## src/rtl/core/huext_pkg.sv

```systemverilog
`timescale 1ns / 1ps
// huext_pkg: shared codes, register indexes and pattern tables
// for the http url extractor; no dependencies
package huext_pkg;

  localparam logic [2:0] ST_FOUND     = 3'd0;
  localparam logic [2:0] ST_NOT_TCP   = 3'd1;
  localparam logic [2:0] ST_OTHER     = 3'd2;
  localparam logic [2:0] ST_NO_URL    = 3'd3;
  localparam logic [2:0] ST_BAD_ETHER = 3'd4;
  localparam logic [2:0] ST_HALTED    = 3'd5;
  localparam logic [2:0] ST_SHORT     = 3'd6;

  localparam logic [7:0] REG_PORT_A = 8'd0;
  localparam logic [7:0] REG_PORT_B = 8'd1;

  localparam logic OP_FRAME = 1'b0;
  localparam logic OP_READ  = 1'b1;

  localparam logic [1:0] HC_SEARCH = 2'd0;
  localparam logic [1:0] HC_CAP    = 2'd1;
  localparam logic [1:0] HC_CR     = 2'd2;
  localparam logic [1:0] HC_DONE   = 2'd3;

  localparam logic [2:0] GS_CAP  = 3'd4;
  localparam logic [2:0] GS_DONE = 3'd5;

  localparam logic [7:0] CH_CR = 8'h0d;
  localparam logic [7:0] CH_LF = 8'h0a;
  localparam logic [7:0] CH_SP = 8'h20;
  localparam logic [7:0] CH_H  = 8'h48;
  localparam logic [7:0] CH_G  = 8'h47;

  localparam logic [15:0] ET_IPV4 = 16'h0800;
  localparam logic [15:0] ET_ARP  = 16'h0806;
  localparam logic [7:0]  PROTO_TCP = 8'h06;

  function automatic logic [7:0] host_char(input logic [2:0] s);
    logic [7:0] c;
    case (s)
      3'd0: c = 8'h48;
      3'd1: c = 8'h6f;
      3'd2: c = 8'h73;
      3'd3: c = 8'h74;
      3'd4: c = 8'h3a;
      3'd5: c = 8'h20;
      default: c = 8'h00;
    endcase
    return c;
  endfunction

  function automatic logic [7:0] get_char(input logic [1:0] s);
    logic [7:0] c;
    case (s)
      2'd0: c = 8'h47;
      2'd1: c = 8'h45;
      2'd2: c = 8'h54;
      default: c = 8'h20;
    endcase
    return c;
  endfunction

endpackage

```

## src/rtl/core/huext_frame.sv

```systemverilog
`timescale 1ns / 1ps
// huext_frame: per-byte frame parser, host/path search and url stores
// depends on huext_pkg
module huext_frame import huext_pkg::*; #(
  parameter int URL_BYTES = 256
) (
  input  logic        clk_i,
  input  logic        rst_ni,
  input  logic        byte_en_i,
  input  logic        rd_en_i,
  input  logic [7:0]  data_i,
  input  logic        last_i,
  input  logic [7:0]  rd_idx_i,
  input  logic [15:0] port_a_i,
  input  logic [15:0] port_b_i,
  output logic [2:0]  status_o,
  output logic [7:0]  sum_len_o,
  output logic [7:0]  rd_len_o,
  output logic [7:0]  rd_byte_o
);

  localparam int LW = $clog2(URL_BYTES);
  localparam int IW = (LW > 8) ? LW : 8;
  localparam logic [LW-1:0] CAP = LW'(URL_BYTES - 1);
  localparam logic [LW-1:0] ONE = LW'(1);

  logic [15:0] bp_q, et_q, dport_q, ps_q;
  logic [3:0]  ihl_q;
  logic [7:0]  proto_q;
  logic        ended_q, crs_q, halt_q;
  logic [2:0]  hstg_q, gstg_q;
  logic [1:0]  hcs_q;
  logic [LW-1:0] hlen_q, plen_q, url_q;

  logic [15:0] bp_n, et_n, dport_n, ps_n;
  logic [3:0]  ihl_n;
  logic [7:0]  proto_n;
  logic        ended_n, crs_n, halt_n;
  logic [2:0]  hstg_n, gstg_n;
  logic [1:0]  hcs_n;
  logic [LW-1:0] hlen_n, plen_n, url_n;

  logic [7:0] host_mem [URL_BYTES];
  logic [7:0] path_mem [URL_BYTES];
  logic       host_we, path_we;
  logic [LW-1:0] host_wa, path_wa;
  logic [7:0] host_wd;

  logic        clr;
  logic [15:0] pos, tp, tp_n, s_off, ps_min;
  logic [16:0] cnt;
  logic        et_ok, et_ok_n;
  logic [LW-1:0] h_fin, p_fin, room, p_cut;
  logic [2:0]  status;

  always_comb begin
    clr     = (bp_q == 16'd0);
    pos     = bp_q;
    et_n    = clr ? 16'd0 : et_q;
    ihl_n   = clr ? 4'd0 : ihl_q;
    proto_n = clr ? 8'd0 : proto_q;
    dport_n = clr ? 16'd0 : dport_q;
    ps_n    = clr ? 16'd0 : ps_q;
    ended_n = clr ? 1'b0 : ended_q;
    hstg_n  = clr ? 3'd0 : hstg_q;
    hcs_n   = clr ? HC_SEARCH : hcs_q;
    crs_n   = clr ? 1'b0 : crs_q;
    hlen_n  = clr ? '0 : hlen_q;
    gstg_n  = clr ? 3'd0 : gstg_q;
    plen_n  = clr ? '0 : plen_q;
    url_n   = clr ? '0 : url_q;
    halt_n  = halt_q;
    host_we = 1'b0;
    path_we = 1'b0;
    host_wa = hlen_n;
    path_wa = plen_n;
    host_wd = data_i;
    et_ok   = (et_n == ET_IPV4) || (et_n == ET_ARP);
    tp      = 16'd14 + {10'd0, ihl_n, 2'b00};
    s_off   = tp + {10'd0, data_i[7:4], 2'b00};
    ps_min  = tp + 16'd13;

    if (pos == 16'd12) begin
      et_n = {data_i, 8'h00};
    end else if (pos == 16'd13) begin
      et_n = et_n | {8'h00, data_i};
    end else if (pos >= 16'd14 && et_ok) begin
      if (pos == 16'd14) begin
        ihl_n = data_i[3:0];
      end else if (pos == 16'd23) begin
        proto_n = data_i;
      end else if (pos == tp + 16'd2) begin
        dport_n = {data_i, 8'h00};
      end else if (pos == tp + 16'd3) begin
        dport_n = dport_n | {8'h00, data_i};
      end else if (pos == tp + 16'd12) begin
        ps_n = (s_off > ps_min) ? s_off : ps_min;
      end else if (ps_n != 16'd0 && pos >= ps_n && !ended_n) begin
        if (data_i == 8'h00) begin
          ended_n = 1'b1;
        end else begin
          case (hcs_n)
            HC_SEARCH: begin
              if (data_i == host_char(hstg_n)) begin
                if (hstg_n == 3'd5) hcs_n = HC_CAP;
                hstg_n = hstg_n + 3'd1;
              end else begin
                hstg_n = (data_i == CH_H) ? 3'd1 : 3'd0;
              end
            end
            HC_CAP: begin
              // a cr is stored at once and dropped again if lf follows
              if (data_i == CH_CR) hcs_n = HC_CR;
              if (hlen_n < CAP) begin
                host_we = 1'b1;
                hlen_n  = hlen_n + ONE;
                crs_n   = 1'b1;
              end else begin
                crs_n = 1'b0;
              end
            end
            HC_CR: begin
              if (data_i == CH_LF) begin
                hcs_n = HC_DONE;
                if (crs_n) hlen_n = hlen_n - ONE;
              end else begin
                if (data_i != CH_CR) hcs_n = HC_CAP;
                if (hlen_n < CAP) begin
                  host_we = 1'b1;
                  hlen_n  = hlen_n + ONE;
                  crs_n   = 1'b1;
                end else begin
                  crs_n = 1'b0;
                end
              end
            end
            default: ;
          endcase
          if (gstg_n < GS_CAP) begin
            if (data_i == get_char(gstg_n[1:0])) gstg_n = gstg_n + 3'd1;
            else gstg_n = (data_i == CH_G) ? 3'd1 : 3'd0;
          end else if (gstg_n == GS_CAP) begin
            if (data_i == CH_SP) begin
              gstg_n = GS_DONE;
            end else if (plen_n < CAP) begin
              path_we = 1'b1;
              plen_n  = plen_n + ONE;
            end
          end
        end
      end
    end
    bp_n = (bp_q != 16'hffff) ? bp_q + 16'd1 : bp_q;

    // end of frame checks
    cnt     = {1'b0, pos} + 17'd1;
    et_ok_n = (et_n == ET_IPV4) || (et_n == ET_ARP);
    tp_n    = 16'd14 + {10'd0, ihl_n, 2'b00};
    h_fin   = (hcs_n == HC_DONE) ? hlen_n : '0;
    p_fin   = (gstg_n == GS_DONE) ? plen_n : '0;
    room    = CAP - h_fin;
    p_cut   = (p_fin > room) ? room : p_fin;
    status  = ST_FOUND;
    if (cnt < 17'd14) begin
      status = ST_SHORT;
    end else if (!et_ok_n) begin
      status = ST_BAD_ETHER;
    end else if (cnt < 17'd24) begin
      status = ST_SHORT;
    end else if (proto_n != PROTO_TCP) begin
      status = ST_NOT_TCP;
    end else if (cnt < {1'b0, tp_n} + 17'd4) begin
      status = ST_SHORT;
    end else if (dport_n != port_a_i && dport_n != port_b_i) begin
      status = ST_OTHER;
    end else if (ps_n == 16'd0) begin
      status = ST_SHORT;
    end else begin
      hlen_n = h_fin;
      plen_n = p_cut;
      url_n  = h_fin + p_cut;
      status = (url_n != '0) ? ST_FOUND : ST_NO_URL;
    end
    if (last_i) begin
      bp_n = 16'd0;
      if (status != ST_FOUND) url_n = '0;
      if (status == ST_BAD_ETHER) halt_n = 1'b1;
    end else begin
      hlen_n = (host_we && hcs_n != HC_DONE) ? hlen_n : hlen_n;
    end
  end

  // restore lengths touched only by the end-of-frame path when not last
  logic [LW-1:0] hlen_w, plen_w, url_w;
  logic [LW-1:0] hlen_run, plen_run;
  always_comb begin
    hlen_run = clr ? '0 : hlen_q;
    plen_run = clr ? '0 : plen_q;
    if (host_we) hlen_run = host_wa + ONE;
    if (hcs_n == HC_DONE && (clr ? HC_SEARCH : hcs_q) == HC_CR && crs_n && !host_we)
      hlen_run = host_wa - ONE;
    if (path_we) plen_run = path_wa + ONE;
    hlen_w = last_i ? hlen_n : hlen_run;
    plen_w = last_i ? plen_n : plen_run;
    url_w  = last_i ? url_n : (clr ? '0 : url_q);
  end

  assign status_o  = halt_q ? ST_HALTED : status;
  assign sum_len_o = halt_q ? 8'(url_q) : 8'(url_w);
  assign rd_len_o  = 8'(url_q);

  always_ff @(posedge clk_i or negedge rst_ni) begin
    if (!rst_ni) begin
      bp_q <= '0; et_q <= '0; ihl_q <= '0; proto_q <= '0; dport_q <= '0;
      ps_q <= '0; ended_q <= 1'b0; hstg_q <= '0; hcs_q <= HC_SEARCH;
      crs_q <= 1'b0; hlen_q <= '0; gstg_q <= '0; plen_q <= '0;
      url_q <= '0; halt_q <= 1'b0;
    end else if (byte_en_i) begin
      if (halt_q) begin
        if (last_i) bp_q <= '0;
      end else begin
        bp_q <= bp_n; et_q <= et_n; ihl_q <= ihl_n; proto_q <= proto_n;
        dport_q <= dport_n; ps_q <= ps_n; ended_q <= ended_n;
        hstg_q <= hstg_n; hcs_q <= hcs_n; crs_q <= crs_n;
        hlen_q <= hlen_w; gstg_q <= gstg_n; plen_q <= plen_w;
        url_q <= url_w; halt_q <= halt_n;
      end
    end
  end

  always_ff @(posedge clk_i) begin
    if (byte_en_i && !halt_q && host_we) host_mem[host_wa] <= host_wd;
    if (byte_en_i && !halt_q && path_we) path_mem[path_wa] <= data_i;
  end

  // url read: one registered read from each store
  logic [IW-1:0] idx_w;
  logic          in_rng, sel_host, in_rng_q, sel_host_q;
  logic [LW-1:0] h_addr, p_addr;
  logic [7:0]    host_rd_q, path_rd_q;

  always_comb begin
    idx_w    = IW'(rd_idx_i);
    in_rng   = idx_w < IW'(url_q);
    sel_host = idx_w < IW'(hlen_q);
    h_addr   = idx_w[LW-1:0];
    p_addr   = LW'(idx_w - IW'(hlen_q));
  end

  always_ff @(posedge clk_i) begin
    if (rd_en_i) begin
      host_rd_q  <= host_mem[h_addr];
      path_rd_q  <= path_mem[p_addr];
      in_rng_q   <= in_rng;
      sel_host_q <= sel_host;
    end
  end

  assign rd_byte_o = !in_rng_q ? 8'h00 : (sel_host_q ? host_rd_q : path_rd_q);

endmodule

```

## src/rtl/core/http_url_extractor_unit.sv

```systemverilog
`timescale 1ns / 1ps
// http url extractor top level: one item per cycle while the output is not stalled; each
// input transaction passes a parse/read stage, then an output register, to its result
// throughput set by the per-byte parser and one store read port
// reset clears frame state, halt flag, ports (80, 8080); url stores are not cleared
// depends on huext_pkg and huext_frame
module http_url_extractor_unit import huext_pkg::*; #(
  parameter int URL_BYTES = 256
) (
  input  logic        clk_i,
  input  logic        rst_ni,
  input  logic        s_axis_tvalid,
  output logic        s_axis_tready,
  input  logic [15:0] s_axis_tdata,   // data_byte[7:0], read_index[15:8]
  input  logic        s_axis_tuser,   // op
  input  logic        s_axis_tlast,
  output logic        m_axis_tvalid,
  input  logic        m_axis_tready,
  output logic [23:0] m_axis_tdata,   // status[2:0], url_length[10:3], url_byte[18:11]
  output logic        m_axis_tuser,   // kind
  input  logic        cfg_valid_i,
  output logic        cfg_ready_o,
  input  logic [7:0]  cfg_index_i,
  input  logic [15:0] cfg_data_i
);

  logic [15:0] port_a_q, port_b_q;
  logic        adv, acc, emit;
  logic [2:0]  status;
  logic [7:0]  sum_len, rd_len, rd_byte;
  logic        s1_valid_q, s1_kind_q;
  logic [2:0]  s1_status_q;
  logic [7:0]  s1_len_q;
  logic        m_valid_q, m_kind_q;
  logic [18:0] m_data_q;

  assign cfg_ready_o = 1'b1;

  always_ff @(posedge clk_i or negedge rst_ni) begin
    if (!rst_ni) begin
      port_a_q <= 16'd80;
      port_b_q <= 16'd8080;
    end else if (cfg_valid_i) begin
      if (cfg_index_i == REG_PORT_A) port_a_q <= cfg_data_i;
      if (cfg_index_i == REG_PORT_B) port_b_q <= cfg_data_i;
    end
  end

  assign adv           = !m_valid_q || m_axis_tready;
  assign s_axis_tready = adv;
  assign acc           = s_axis_tvalid && adv;
  assign emit          = (s_axis_tuser == OP_READ) || s_axis_tlast;

  huext_frame #(.URL_BYTES(URL_BYTES)) u_frame (
    .clk_i     (clk_i),
    .rst_ni    (rst_ni),
    .byte_en_i (acc && s_axis_tuser == OP_FRAME),
    .rd_en_i   (acc && s_axis_tuser == OP_READ),
    .data_i    (s_axis_tdata[7:0]),
    .last_i    (s_axis_tlast),
    .rd_idx_i  (s_axis_tdata[15:8]),
    .port_a_i  (port_a_q),
    .port_b_i  (port_b_q),
    .status_o  (status),
    .sum_len_o (sum_len),
    .rd_len_o  (rd_len),
    .rd_byte_o (rd_byte)
  );

  always_ff @(posedge clk_i or negedge rst_ni) begin
    if (!rst_ni) begin
      s1_valid_q <= 1'b0;
      m_valid_q  <= 1'b0;
    end else if (adv) begin
      s1_valid_q <= acc && emit;
      m_valid_q  <= s1_valid_q;
    end
  end

  always_ff @(posedge clk_i) begin
    if (adv) begin
      s1_kind_q   <= s_axis_tuser;
      s1_status_q <= (s_axis_tuser == OP_READ) ? ST_FOUND : status;
      s1_len_q    <= (s_axis_tuser == OP_READ) ? rd_len : sum_len;
      m_kind_q    <= s1_kind_q;
      m_data_q    <= {(s1_kind_q ? rd_byte : 8'h00), s1_len_q, s1_status_q};
    end
  end

  assign m_axis_tvalid = m_valid_q;
  assign m_axis_tuser  = m_kind_q;
  assign m_axis_tdata  = {5'd0, m_data_q};

endmodule
```

## config.mk

```make
export PLATFORM = sky130hd
export DESIGN_NAME = http_url_extractor_unit
export DESIGN_NICKNAME = d
export VERILOG_FILES = /design/src/rtl/core/huext_pkg.sv /design/src/rtl/core/huext_frame.sv /design/src/rtl/core/http_url_extractor_unit.sv
export SDC_FILE = /design/constraint.sdc
export NUM_CORES = 2
export LEC_CHECK = 0
export BUFFER_PORTS_ARGS = -buffer_cell sky130_fd_sc_hd__clkbuf_2
export CORE_MARGIN = 3
export CORE_UTILIZATION = 47
export CTS_CLUSTER_DIAMETER = 80
export CTS_CLUSTER_SIZE = 28
export DETAILED_ROUTE_END_ITERATION = 7
export PLACE_DENSITY_LB_ADDON = 0.3
export REMOVE_ABC_BUFFERS = 1
export SETUP_SLACK_MARGIN = 0.3
export SLEW_MARGIN = 20
export SYNTH_ARGS = -nofsm -noshare
export SYNTH_HDL_FRONTEND = slang
export SYNTH_SLANG_ARGS = --single-unit
```

## constraint.sdc

```tcl
create_clock -name clk_i -period 10.7 [get_ports clk_i]
set_clock_uncertainty 0.05 [all_clocks]
set_input_delay 2.14 -clock clk_i [delete_from_list [all_inputs] [get_ports clk_i]]
set_output_delay 2.14 -clock clk_i [all_outputs]
set_load 0.01 [all_outputs]
```

Yosys cells after proc, flatten, opt, wreduce, memory -nomap -nowiden
Memories as Yosys holds them, arrays and structs flattened. A register that Yosys moved wholly into a read port is not among the register bits.
Cells that the tools add are included.

storage, ports and cells
  register bits = 179
  memory bits (writable) = 4096
  input bits = 47
  output and inout port bits = 28
  memories = 2

memories
  name              words  bits a word  rd ports  clocked after memory_dff  write ports  RTL line           RTL
  u_frame.host_mem  256    8            1         1                         1            huext_frame.sv:43  logic [7:0] host_mem [URL_BYTES];
  u_frame.path_mem  256    8            1         1                         1            huext_frame.sv:44  logic [7:0] path_mem [URL_BYTES];

operators by class
  add/subtract/negate cells = 18
  order comparisons = 12
  equal/unequal tests = 38
  mux-type cells = 239
  bitwise logic cells = 4
  reduce and logical (&&, ||, !) cells = 39

operator list
  operator                                                               number
  8-bit two-way mux                                                      92
  16-bit two-way mux                                                     25
  3-bit two-way mux                                                      36
  16-bit by 12-bit == test with 1-bit output, second input constant      4
  1-bit two-way mux                                                      58
  16-bit == test                                                         3
  16-bit by 4-bit == test with 1-bit output, second input constant       3
  7-bit one-hot mux with 6 select lines                                  1
  2-bit two-way mux                                                      17
  16-bit by 2-bit adder with 16-bit output, second input constant        2
  16-bit by 4-bit adder with 16-bit output, second input constant        2
  16-bit zero test                                                       2
  16-bit inequality test                                                 2
  16-bit by 8-bit bitwise OR with 16-bit output                          2
  7-bit one-hot mux with 3 select lines                                  1
  4-bit two-way mux                                                      5
  16-bit by 1-bit adder with 17-bit output, second input constant        1
  16-bit by 3-bit adder with 17-bit output, second input constant        1
  17-bit < comparator                                                    1
  17-bit by 4-bit < comparator with 1-bit output, second input constant  1
  17-bit by 5-bit < comparator with 1-bit output, second input constant  1
  16-bit by 1-bit adder with 16-bit output, second input constant        1
  16-bit by 6-bit adder with 16-bit output                               1
  8-bit by 1-bit adder with 8-bit output, second input constant          2
  other kinds (45)                                                       86

Logic depth before layout (Yosys ltp)
  depth after elaboration = 48
  mapped depth = 50
  depth with buffers taken out = 41

Cells and area by module
From an unflattened synthesis, not the netlist that was laid out.

second synthesis, totals
  cell total of the unflattened synthesis = 8167
  area, all modules = 172350.3 sq um

modules (own cells, without submodules)
  module                   instances  cells each  area each (sq um)
  huext_frame              1          8025        169794.1
  http_url_extractor_unit  1          142         2556.2

Least setup slack after synthesis
Ideal clock, no wire load.

  path type = register to register
  from = register u_frame.bp_q[0]
  to = register s1_len_q[2] (data pin)
  setup time = 0.262 ns
  arrival = 9.786 ns
  data required time = 10.388 ns
  slack = 0.601 ns
  cell stages (with the launch flop) = 48
  period minus slack after synthesis = 10.099 ns
  path through = dfrtp_1 -> inv_1 -> ha_1 -> or3b_2 -> or4_1 -> buf_2 -> clkbuf_1 -> clkbuf_1 -> clkbuf_1 -> buf_1 -> clkbuf_1 -> clkbuf_1 -> clkbuf_1 -> buf_1 -> buf_1 -> nand2_1 -> ha_1 -> or3_1 -> [12 not listed] -> nand2b_1 -> a21oi_1 -> nor2_1 -> a211oi_1 -> a21oi_1 -> clkbuf_1 -> mux2i_1 -> ha_1 -> fa_1 -> a21o_1 -> a21oi_1 -> o21bai_1 -> a21oi_1 -> xor2_1 -> and4b_1 -> nand2_2 -> nand4b_2 -> o21ai_1

on the way
  word-level cells in the longest chain between the ends = 48
  elaborated cells on any way between the ends = 214
  those cells by class = 15 x add/sub; 10 x order compare; 28 x eq/ne; 144 x mux; 2 x bitwise; 15 x reduce/logical

RTL lines
  what                                         RTL line                             RTL
  from (decl)                                  huext_frame.sv:27                    logic [15:0] bp_q, et_q, dport_q, ps_q;
  from (signal assigned)                       huext_frame.sv:222                   bp_q <= bp_n; et_q <= et_n; ihl_q <= ihl_n; proto_q <= proto_n;
  16-bit zero test                             huext_frame.sv:57                    clr = (bp_q == 16'd0);
  3-bit two-way mux                            huext_frame.sv:65                    hstg_n = clr ? 3'd0 : hstg_q;
  3-bit == test, or another cell as far along  huext_pkg.sv:40, huext_frame.sv:105
  7-bit one-hot mux with 6 select lines        huext_pkg.sv:40                      case (s)
  8-bit two-way mux                            huext_frame.sv:102                   case (hcs_n)
  8-bit two-way mux                            huext_frame.sv:99                    if (data_i == 8'h00) begin
  8-bit two-way mux                            huext_frame.sv:98                    end else if (ps_n != 16'd0 && pos >= ps_n && !ended_n) begin
  8-bit two-way mux                            huext_frame.sv:96                    end else if (pos == tp + 16'd12) begin
  [32 not listed]                              n/a
  3-bit two-way mux                            huext_frame.sv:168                   end else if (cnt < 17'd24) begin
  3-bit two-way mux                            huext_frame.sv:166                   end else if (!et_ok_n) begin
  3-bit two-way mux                            huext_frame.sv:164                   if (cnt < 17'd14) begin
  3-bit nonzero test                           huext_frame.sv:186                   if (status != ST_FOUND) url_n = '0;
  8-bit two-way mux                            huext_frame.sv:186
  8-bit two-way mux (*)                        huext_frame.sv:205                   url_w = last_i ? url_n : (clr ? '0 : url_q);
  8-bit two-way mux (*)                        huext_frame.sv:209                   assign sum_len_o = halt_q ? 8'(url_q) : 8'(url_w);
  8-bit two-way mux (*)                        http_url_extractor_unit.sv:84        s1_len_q <= (s_axis_tuser == OP_READ) ? rd_len : sum_len;
  to (signal assigned)                         http_url_extractor_unit.sv:84
  to (decl)                                    http_url_extractor_unit.sv:33        logic [7:0] s1_len_q;

Mark *: on every way between the ends. The rest lies on a longest branch, timed or not. The select of a mux whose other input is x is not followed.
A chain may end at the register's enable or synchronous reset.

Final worst setup path
  from = register u_frame.bp_q[1]
  to = register s1_len_q[6] (data pin)

Same word-level chain as after synthesis.

==> flow_summary.yaml <==
run_status:
  outcome: "finished with violations"
  violations: "antenna rules"
grt:
  track_usage_pct: 22.37
  grt_max_degree: 201
  grt_pass1_wl_mm: 607.3
  grt_overflow: 0
  antenna_found_initial: 15
  grt_pass1_vias: 82210
power:
  internal-power_uw: 23600
  switching_share_pct: 24.66
  power_frac_seq_pct: 59.2
  p_sw_uw: 7725
  cellLeakagePower_uw: 0.05577
  power_frac_comb_pct: 13.7
  p_clk_share_pct: 27.1
  p_total_uw: 31320
  peakVddDrop_mv: 0.1770
  power_density_nw_per_um2: 170.4
worst_setup_path:
  startpoint_type: "register"
  cp.required_ps: 11400
  reg2reg_depth: 37
  cp_common_cell: "ha_1"
  end_kind: "register"
  reg2reg_from: "u_frame.bp_q[1]"
  rrSetupSlack_ps: 940
  cp.arrival_ps: 10460
  critPathMaxFanout: 18
  r2r-end: "s1_len_q[6]"
  critPathKind: "register to register"
  crit_slowest_cell: "or3b_2"
  max_stage_delay_ps: 540
sta:
  finalSetupViolations: 0
  rsz0062_at_grt: "no"
  fmax_mhz: 102.4
  tightest_slew_ps: 1191
  slew-limit-headroom_pct: 20.31
  fin_crit_ps: 9763
  drv_slew: 0
  finalCritPeriodShare_pct: 91.24
  hold_viol: 0
routing:
  routed_wl_mm: 418.4
  avgViaCountPerCell: 6.327
  drtIter0Drc: 10610
  firstDrtPassIters: 6
  vias: 81940
  drc_errors: 0
  wl_per_cell_um: 32.30
  drtAntennaViolNets: 1
die:
  core_um2: 363300
  die_h_um: 610.7
  die_x_um: 610.7
  rows: 221
  ios: 75
  start_util_pct: 47.31
  die_area_um2: 373000
cts:
  hold_buffers: 0
  clk_latency_ps: 940
  post_cts_buffers: 0
  cts_buffers: 185
  cts-root-buf: "clkbuf_16"
  ctsResizeCount: 0
  cts_htree_levels: 4
  numClockSinks: 4291
  cts.path.max_buffers: 4
  clkSlewWorstSetupHoldPaths_ps: 100
  cts_tree: "built"
logic_synthesis:
  seq_area_frac_synth_pct: 74.55
  synth_top_area_share_pct: 72.43
  yosysMostFrequentCell: "edfxtp_1"
  synth-edff-count: 4146
  synth_area_leaders: "edfxtp_1 (72%), mux4_2 (18%), dfrtp_1 (2.0%)"
  async_flop_share_pct: 3.379
  synthCells: 8111
  netlist.top_cell.by_area: "edfxtp_1"
  yosysWarnings: 0
  yosys_register_bits: 4291
  avgSynthCellArea_um2: 21.19
  synthFlopType: "edfxtp_1"
  synth_cell_type_count: 90
  synth.cell_area_um2: 171900
  synthTopCellsByCount: "edfxtp_1 (4,146), mux4_2 (1,360), nor2_1 (623)"
worst_hold_path:
  hold_path.startpoint: "s1_status_q[2]"
  whs_endpoint: "m_data_q[2]"
  hold_path.class: "register to register"
  min_path_cells: 0
final_layout:
  fill_cells: 28480
  final_nets: 8213
  multi_input_area_um2: 41960
  drive_above_1_share_pct: 23.69
  syn_to_final_growth_pct: 6.923
  regArea_um2: 128100
  stdcell_count: 12950
placement:
  gp_congestion: 0.8909
  io_buffers: 68
  place_inst: 12680
  hpwl_mm: 259.9
flow_run:
  max_cap_viol_count: 0
## cell usage in the layout (no fill, tap or decap), types with 11 or more instances in the layout
cell,instances
nand2_1,236
a22o_1,40
buf_12,25
clkbuf_1,20
o31ai_1,15
a31oi_1,16
and2_1,33
clkbuf_2,54
conb_1,24
or3_1,21
and3_1,19
nor2b_1,17
xor2_1,24
a211oi_1,17
mux4_2,1360
nor2_1,620
a21o_1,31
nor4_1,31
o21ai_0,117
nor4b_1,11
clkbuf_16,190
nand3_2,16
nor3_1,54
nand2b_1,19
nand3_1,61
dfrtp_1,136
or4_1,15
buf_4,133
xnor2_1,41
inv_1,69
mux2_2,34
ha_1,92
mux2i_1,20
diode_2,16
nand4_1,35
edfxtp_1,4146
a21oi_1,86
buf_8,11
## power groups by stage
stage	Clock (uW)	Combinational (uW)	Sequential [uW]
after floorplan	0	3540	18900
after global routing	9200	4450	18600
after detailed placement	0	4330	18900
after CTS	8640	4340	18600
after global placement	0	4290	18900
final	8490	4280	18600
## state kept, by name (all words and copies together), names as in the netlist, 4 cells and up
register / cells
u_frame.bp_q: 16
m_data_q: 19
u_frame.host_mem: 2048
s1_len_q: 8
u_frame.dport_q: 16
u_frame.ihl_q: 4
u_frame.rd_len_o: 8
port_a_q: 16
u_frame.host_rd_q: 8
u_frame.path_mem: 2048
u_frame.path_rd_q: 8
u_frame.plen_q: 8
port_b_q: 16
u_frame.hlen_q: 8
u_frame.proto_q: 8
u_frame.ps_q: 16
u_frame.et_q: 16
## metal layers
metal	wire (um)	GRT usage, %	part of all wire, %
met1	168600	31.99	40
met2	207300	36.35	50
met3	30120	3.220	7.2
met4	12340	6.148	2.9
met5	31	0	0.0074
## worst max-delay path: cells and delay by family, from the launching register on
kind | cells | cell delay, ps
fa+ha+maj | 5 | 1810
simple gates | 14 | 3370
flops | 1 | 490
xor+xnor | 1 | 110
buf+inv | 2 | 290
compound gates | 13 | 2740
mux | 2 | 730
## cell families after synthesis
logic type / share of synthesized area, %
flops: 74.55
mux: 18.17
simple gates: 3.281
buf+inv: 1.221
compound gates: 1.700
fa+ha+maj: 0.7119
xor+xnor: 0.3618
other cells: 0.004369
## area by class of cell
| cell class | count | share of cell area, % |
|---|---|---|
| flip-flops and latches | 4291 | 69.72 |
| multi-input cells | 3294 | 22.83 |
| well taps | 4794 | 3.264 |
| clock buffers | 211 | 2.635 |
| repair buffers | 226 | 1.071 |
| clock inverters | 47 | 0.3050 |
| inverters | 72 | 0.1471 |
| diodes | 16 | 0.02179 |
## metrics by stage
stage               area [um2]  util [%]  worst slack (ps)  hold WS (ps)  setup TNS, ps
floorplan               170100         -            -12890         350.3        -103130
global placement        178300     49.07             685.9         366.1              0
detailed placement      178300     49.08             941.4         360.6              0
CTS                     183700     50.56             900.8         384.8              0
global route            183700     50.57             366.7         389.5              0
finish                  183800     50.58             937.1         386.2              0
## worst max path at each step
stage,start,to
finish,u_frame.bp_q[1],s1_len_q[6]
global route,u_frame.bp_q[1],s1_len_q[5]
CTS,u_frame.bp_q[1],s1_len_q[6]
detailed placement,u_frame.bp_q[0],s1_len_q[6]
global placement,u_frame.bp_q[0],s1_len_q[4]
floorplan,s_axis_tdata[8],u_frame.path_rd_q[0]
Note: power is estimated with default switching activity, not from simulation.
